===== src/rtl/core/bcl_pkg.sv =====
// ----------------------------------------------------------------------------
// bcl_pkg: shared types and constants of the LRU block buffer cache
// Widths, request/result codes, the per-entry record held by each cell and
// the control word that steps the cell chain.
// ----------------------------------------------------------------------------
`default_nettype none

package bcl_pkg;

   // sizing
   localparam int NUM_ENTRIES = 32;
   localparam int NUM_DEVICES = 4;
   localparam int IDX_W       = $clog2(NUM_ENTRIES);
   localparam int CNT_W       = 6;
   localparam int LBA_W       = 48;
   localparam int BLK_W       = 32;
   localparam int DEV_W       = 7;
   localparam int ID_W        = 8;
   localparam int SLOT_W      = 5;
   localparam int KIND_W      = 3;
   localparam int ERR_W       = 2;
   localparam int REQ_W       = 3;
   localparam int REF_W       = 8;
   localparam int CSR_IDX_W   = 3;
   localparam int CSR_DATA_W  = 48;

   // request codes
   localparam logic [REQ_W-1:0] REQ_GET     = 3'd0;
   localparam logic [REQ_W-1:0] REQ_READ    = 3'd1;
   localparam logic [REQ_W-1:0] REQ_DIRTY   = 3'd2;
   localparam logic [REQ_W-1:0] REQ_RELEASE = 3'd3;
   localparam logic [REQ_W-1:0] REQ_SYNC    = 3'd4;

   // result kinds
   localparam logic [KIND_W-1:0] KIND_GRANT = 3'd0;
   localparam logic [KIND_W-1:0] KIND_WB    = 3'd1;
   localparam logic [KIND_W-1:0] KIND_RD    = 3'd2;
   localparam logic [KIND_W-1:0] KIND_ACK   = 3'd3;
   localparam logic [KIND_W-1:0] KIND_SYNC  = 3'd4;
   localparam logic [KIND_W-1:0] KIND_ERR   = 3'd5;

   // error codes
   localparam logic [ERR_W-1:0] ERR_NONE    = 2'd0;
   localparam logic [ERR_W-1:0] ERR_NO_FREE = 2'd1;
   localparam logic [ERR_W-1:0] ERR_NO_DEV  = 2'd2;

   // register map: slot ids first, then slot bases
   localparam logic [CSR_IDX_W-1:0] CSR_DEV0_ID   = 3'd0;
   localparam logic [CSR_IDX_W-1:0] CSR_DEV0_BASE = 3'd4;

   localparam logic [ID_W-1:0] DEV_UNUSED = 8'hFF;

   // one buffer entry, as held by a cell
   typedef struct packed {
      logic [IDX_W-1:0] id;
      logic             tvalid;
      logic [DEV_W-1:0] tdev;
      logic [BLK_W-1:0] tblk;
      logic [LBA_W-1:0] lba;
      logic             dvalid;
      logic             ddirty;
      logic [REF_W-1:0] cnt;
   } entry_type;

   // chain step: every cell below ins_pos takes its neighbour, the cell at
   // ins_pos takes the (updated) head entry
   typedef struct packed {
      logic             step;
      logic [IDX_W-1:0] ins_pos;
   } cell_ctl_type;

endpackage

`default_nettype wire


===== src/rtl/core/bcl_cell.sv =====
// ----------------------------------------------------------------------------
// bcl_cell: one position of the recency chain
// Holds the entry at its position; on a step it takes its neighbour's entry
// or, at the insert position, the updated head entry.
// ----------------------------------------------------------------------------
`default_nettype none

module bcl_cell (
   input  wire                            clock,
   input  wire                            reset,
   input  wire [bcl_pkg::IDX_W-1:0]       cell_idx,
   input  wire bcl_pkg::cell_ctl_type     ctl,
   input  wire bcl_pkg::entry_type        nxt_in,
   input  wire bcl_pkg::entry_type        head_in,
   output bcl_pkg::entry_type             ent_out
);

   bcl_pkg::entry_type ent_ff;
   bcl_pkg::entry_type ent_in;

   // next entry at this position
   always_comb begin
      ent_in = ent_ff;
      if (ctl.step) begin
         if (cell_idx == ctl.ins_pos) begin
            ent_in = head_in;
         end else if (cell_idx < ctl.ins_pos) begin
            ent_in = nxt_in;
         end
      end
   end

   // front of chain holds the highest entry at reset
   always_ff @(posedge clock) begin
      if (reset) begin
         ent_ff.id     <= bcl_pkg::IDX_W'(bcl_pkg::NUM_ENTRIES - 1) - cell_idx;
         ent_ff.tvalid <= 1'b0;
         ent_ff.dvalid <= 1'b0;
         ent_ff.ddirty <= 1'b0;
         ent_ff.cnt    <= '0;
      end else begin
         ent_ff <= ent_in;
      end
   end

   assign ent_out = ent_ff;

endmodule

`default_nettype wire


===== config.mk =====
export PLATFORM = sky130hd
export DESIGN_NAME = bcl_cell
export DESIGN_NICKNAME = d
export VERILOG_FILES = /design/src/rtl/core/bcl_pkg.sv /design/src/rtl/core/bcl_cell.sv
export SDC_FILE = /design/constraint.sdc
export NUM_CORES = 1
export LEC_CHECK = 0
export ABC_CLOCK_PERIOD_IN_PS = 6100
export BUFFER_PORTS_ARGS = -buffer_cell sky130_fd_sc_hd__buf_2
export CAP_MARGIN = 20
export CELL_PAD_IN_SITES_DETAIL_PLACEMENT = 0
export CELL_PAD_IN_SITES_GLOBAL_PLACEMENT = 1
export CORE_MARGIN = 2
export CORE_UTILIZATION = 30
export CTS_BUF_LIST = sky130_fd_sc_hd__clkbuf_2 sky130_fd_sc_hd__clkbuf_4 sky130_fd_sc_hd__clkbuf_8
export CTS_CLUSTER_SIZE = 28
export DETAILED_ROUTE_END_ITERATION = 6
export GPL_ROUTABILITY_DRIVEN = 0
export PLACE_DENSITY_LB_ADDON = 0.12
export SLEW_MARGIN = 20
export SYNTH_ARGS = -nofsm -noshare
export SYNTH_HDL_FRONTEND = slang
export SYNTH_SLANG_ARGS = --single-unit
export TNS_END_PERCENT = 20

===== constraint.sdc =====
create_clock -name clock -period 6.1 [get_ports clock]
set_clock_uncertainty 0.2 [all_clocks]
set_input_delay 1.22 -clock clock [delete_from_list [all_inputs] [get_ports clock]]
set_output_delay 1.22 -clock clock [all_outputs]
set_load 0.005 [all_outputs]

# Word-level counts from Yosys, hierarchy flattened
# Cells that the tools add are included.
# Widths: inputs -> output; s select.
dict set report classes {
  mux 4
  n_eq_ne 1
  add_sub_neg 1
  bitwise_logic 1
  n_reduce_logical 6
  order_cmp 1
}
# op n
set ops {}
lappend ops {{$mux 103} 3}
lappend ops {{$mux 6} 1}
lappend ops {{$eq 5x5->1} 1}
lappend ops {{$lt 5x5->1} 1}
lappend ops {{$sub 5x5->5 const A} 1}
lappend ops {{$reduce_and 2->1} 2}
lappend ops {{$reduce_bool 2->1} 2}
lappend ops {{$reduce_and 3->1} 1}
lappend ops {{$reduce_bool 3->1} 1}
lappend ops {{$not 1->1} 1}
dict set report totals {
  output_inout_bits 103
  register_bits 103
  wordCells 22
}

# Longest topological paths before layout
dict set report logic_depth {
  ltp_word 5
  mapped_depth 9
  mapped_depth_nobuf 6
}

# Least setup slack after synthesis
# OpenSTA, ideal clock, no wires.
dict set report synth_path {
  kind {input-to-reg}
  startpoint {input port ctl[1] in the netlist's numbering}
  endpoint {register ent_ff (netlist bit ent_out[10]) (enable)}
  path_slack_ps 1148
  path_stages 8
  required_ps 5444
  arrival_time_ps 4296
  n_path_buf 2
  path_cell_list {inv_1 -> ha_1 -> and3_4 -> nor2b_4 -> buf_6 -> a21o_1 -> buf_6 -> and3_1}
}
dict set report synth_via {
  elab_chain_len 3
  elab_cells_between_ends 4
  cone_classes {order compare: 1; eq/ne: 1; reduce/logical: 2}
}
# item line_no
set synth_lines {}
lappend synth_lines {{start: declaration} bcl_cell.sv:12} ;# input wire bcl_pkg::cell_ctl_type ctl,
lappend synth_lines {{$lt 5x5->1 or $eq 5x5->1 (tied branches)} {bcl_cell.sv:27, bcl_cell.sv:25}}
lappend synth_lines {{$reduce_bool 2->1 (no line) *} --}
lappend synth_lines {{$reduce_and 3->1 (no line) *} --}
lappend synth_lines {{end signal: assignment} bcl_cell.sv:42} ;# ent_ff <= ent_in;
lappend synth_lines {{end: declaration} bcl_cell.sv:18} ;# bcl_pkg::entry_type ent_ff;
# Mark *: on every way between the ends. The rest lies on a longest branch, timed or not.
# A chain may end at the register's enable or synchronous reset.

# Worst setup path in the final report
dict set report layout_path {
  startpoint {input port cell_idx[4] in the netlist's numbering}
  endpoint {register ent_ff (netlist bit ent_out[53]) (enable)}
}
dict set report layout_via {
  elab_chain_len 3
  elab_cells_between_ends 4
  cone_classes {order compare: 1; eq/ne: 1; reduce/logical: 2}
}
# item line_no
set layout_lines {}
lappend layout_lines {{start: declaration} bcl_cell.sv:11} ;# input wire [bcl_pkg::IDX_W-1:0] cell_idx,
lappend layout_lines {{$lt 5x5->1 or $eq 5x5->1 (tied branches)} {bcl_cell.sv:27, bcl_cell.sv:25}}
lappend layout_lines {{$reduce_bool 2->1 (no line) *} --}
lappend layout_lines {{$reduce_and 3->1 (no line) *} --}
# Marked as above.

==> reports/metrics.json <==
{
  "global_routing": {
    "number_of_antenna_violations_at_the_first_check_in_global_routing": 1,
    "global_route_wire_length_before_repair_microns": 21400,
    "gr-total-overflow": 0,
    "grt_start_max_net_pins": 99,
    "grt_usage_pct": 17.1,
    "grt_pass1_vias": 4160
  },
  "finish": {
    "final_common_cell": "sky130_fd_sc_hd__buf_2",
    "largest_reg_flops": 103,
    "n_fill_cell": 1554,
    "area.growth.synth_to_final_pct": 41.2,
    "num_antenna_cells": 0,
    "layout.cells.most_common_list": "321 x sky130_fd_sc_hd__buf_2, 263 x sky130_fd_sc_hd__nand2_1, 92 x sky130_fd_sc_hd__edfxtp_1, 17 x sky130_fd_sc_hd__inv_1, 13 x sky130_fd_sc_hd__nor2_1",
    "final_layout_size_suffix_gt1_share_pct": 44.0,
    "final_nets": 1002
  },
  "setup_path": {
    "worst-setup-path-type": "in -> reg",
    "timing.critical_path.fanout_max": 65,
    "rrSetupSlack_ns": 4.93,
    "worst_r2r_path_depth": 3,
    "crit-reg2reg-launch": "ent_out[6]$_SDFFE_PP0P_",
    "worstSetupStartpointType": "input port",
    "worst_setup_path_end_kind": "flip-flop",
    "cp_data_arrival_time_ns": 3.69,
    "regToRegEndpoint": "ent_out[6]$_SDFFE_PP0P_",
    "critical_path_required_time_ns": 5.94
  },
  "synth": {
    "postSynthCellCount": 470,
    "syn_avg_cell_area_sq_um": 9.92,
    "synth.yosys.warnings": 0,
    "ys_seq_elements": 103,
    "yosysUniqueCellTypes": 24,
    "synth.net_count": 694,
    "mappedNetlistArea_sq_um": 4660,
    "synth_sequential_area_ratio_pct": 63.9
  },
  "clock_network": {
    "cts_resized": 0,
    "tritoncts_clock_tree": "done",
    "cts.htree.levels": 3,
    "tritoncts_num_sinks": 103,
    "clkSlewWorstSetupHoldPaths_ns": 0.08,
    "clk_root_buffer_cell": "sky130_fd_sc_hd__clkbuf_8",
    "cts_setup_buffers": 0,
    "longest_clk_path_bufs": 2,
    "clk_lat_worst_skew_ns": 0.36,
    "cts-buffers-inserted": 9,
    "ctsHoldBuffers": 0
  },
  "route": {
    "via_count": 4312,
    "first_pass_iters": 4,
    "drt.antenna.violating_nets": 0,
    "routed_wl_met3_microns": 1240,
    "topRoutingLayerUsed": "met4",
    "drt-initial-drc-count": 201,
    "drt-wirelength-per-cell_microns": 15.2,
    "route.final.wire_length_microns": 14800,
    "detailroute.wirelength.met2_microns": 7330,
    "detail_route.drc_violations": 0,
    "route.detailed.vias_per_inst": 4.45,
    "detail_route.wirelength.met1_microns": 5780
  },
  "die": {
    "initial_utilization_pct": 30.7,
    "dieWidth_microns": 129,
    "num_io_pins": 322,
    "design.die.area_sq_um": 16600,
    "die-height_microns": 129,
    "fp-row-count": 45,
    "design.core.area_sq_um": 15200
  },
  "timing": {
    "setup_viol": 0,
    "min_period_over_period_pct": 63.1,
    "worst_slew_margin_rel_pct": 27.9,
    "finalHoldViolations": 0,
    "fmaxAchievable_mhz": 260,
    "shortest_clock_period_the_worst_path_allows_after_layout_ns": 3.85,
    "timing_worst_slew_pin_value_ns": 1.08,
    "report.final.slew_viol_count": 0,
    "tns_ns": 0,
    "setup_repair_after_global_routing_missed_its_margin": "no"
  },
  "min_path": {
    "min_path_cells": 1,
    "worst_hold_startpoint": "ent_out[1]$_SDFFE_PP0P_",
    "holdPathEnd": "ent_out[1]$_SDFFE_PP0P_",
    "hold_wc_path_type": "reg -> reg"
  },
  "placement": {
    "hpwl_after_dpl_microns": 11100,
    "port_buffers": 321
  },
  "power": {
    "ir_worst_vdd_mv": 0.100,
    "power.density_nw_per_um2": 231,
    "total_leakage_power_nw": 3.35,
    "report.power.total_w": 0.00152
  },
  "status": {
    "outcome": "finished clean"
  },
  "flow_run": {
    "maxCapViolCount": 0
  }
}
## cells in the mapped netlist, drive strengths merged
cell	n	area, sq um
nand2	263	987
edfxtp	92	2760
buf	19	110
inv	17	63.8
nor2	13	48.8
a311oi	11	96.3
dfxtp	11	220
o221a	11	124
clkbuf	8	30.0
ha	5	62.6
mux2i	5	50.1
o22ai	5	31.3
a21o	2	15.0
and3	2	17.5
a211o	1	8.76
a21oi	1	5.00
nand2b	1	6.26
nand3	1	5.00
nand4	1	6.26
nor2b	1	13.8
## through the flow
| step | setup slack, ns | hold WS [ns] | cell area [sq um] | utilization, % | std cells |
|---|---|---|---|---|---|
| final | 2.25 | 0.370 | 6590 | 43.3 | 969 |
| after global routing | 2.07 | 0.387 | 6590 | 43.3 | 969 |
| after CTS | 2.24 | 0.369 | 6590 | 43.3 | 969 |
| after detailed placement | 1.83 | 0.341 | 6410 | 42.1 | 955 |
| after global placement | 1.92 | 0.348 | 6410 | 42.1 | 955 |
| after floorplan | 1.15 | 0.348 | 4660 | - | 470 |
## cells by family after synthesis
group,count (synthesis),share of synthesized area [%]
AND/OR/NAND/NOR,282,23.3
flip-flops,103,63.9
buffers and inverters,44,4.37
AO/OA/AOI/OAI,31,6.01
multiplexers,5,1.07
adder cells (fa/ha/maj),5,1.34
## final cells by class
type                    count  area, sq um  area share [%]
clock buffers              12          146            2.22
clock inverters             2         33.8           0.513
inverters                  17         63.8           0.969
multi-input cells         323         1500            22.7
flip-flops and latches    103         2980            45.3
well taps                 188          235            3.57
repair buffers            324         1630            24.7
## worst max-delay path: stages
cell                      delay, ns
sky130_fd_sc_hd__buf_2         0.11
sky130_fd_sc_hd__ha_1          0.35
sky130_fd_sc_hd__nand2_1       0.16
sky130_fd_sc_hd__a211o_1       0.13
sky130_fd_sc_hd__a21o_1        0.39
sky130_fd_sc_hd__and3_4        0.83
sky130_fd_sc_hd__buf_4         0.43
## how the worst max path moves through the flow
| stage | start | end | depth (start not counted) |
|---|---|---|---|
| 4_1_cts | cell_idx[4] | ent_out[56]$_DFFE_PP_ | 7 |
| 3_5_place_dp | cell_idx[4] | ent_out[56]$_DFFE_PP_ | 7 |
| 5_1_grt | cell_idx[4] | ent_out[27]$_DFFE_PP_ | 7 |
| 2_1_floorplan | ctl[1] | ent_out[10]$_DFFE_PP_ | 8 |
| 3_3_place_gp | cell_idx[4] | ent_out[57]$_DFFE_PP_ | 7 |
| 6_report | cell_idx[4] | ent_out[53]$_DFFE_PP_ | 7 |
## per-layer routing
layer / up-vias / track usage, %
met2: 204 / 30.0
li1: 2174 / -
met5: - / 0
met3: 26 / 4.41
met4: 0 / 7.86
met1: 1908 / 19.5
## report_power, final
part	switching, W	internal, W	total, W
Combinational	0.000132	0.000122	0.000254
Clock	0.000214	0.000198	0.000412
Sequential	0.0000175	0.000837	0.000855
Total	0.000363	0.00116	0.00152
No activity file was read; power rests on OpenSTA's default activity.
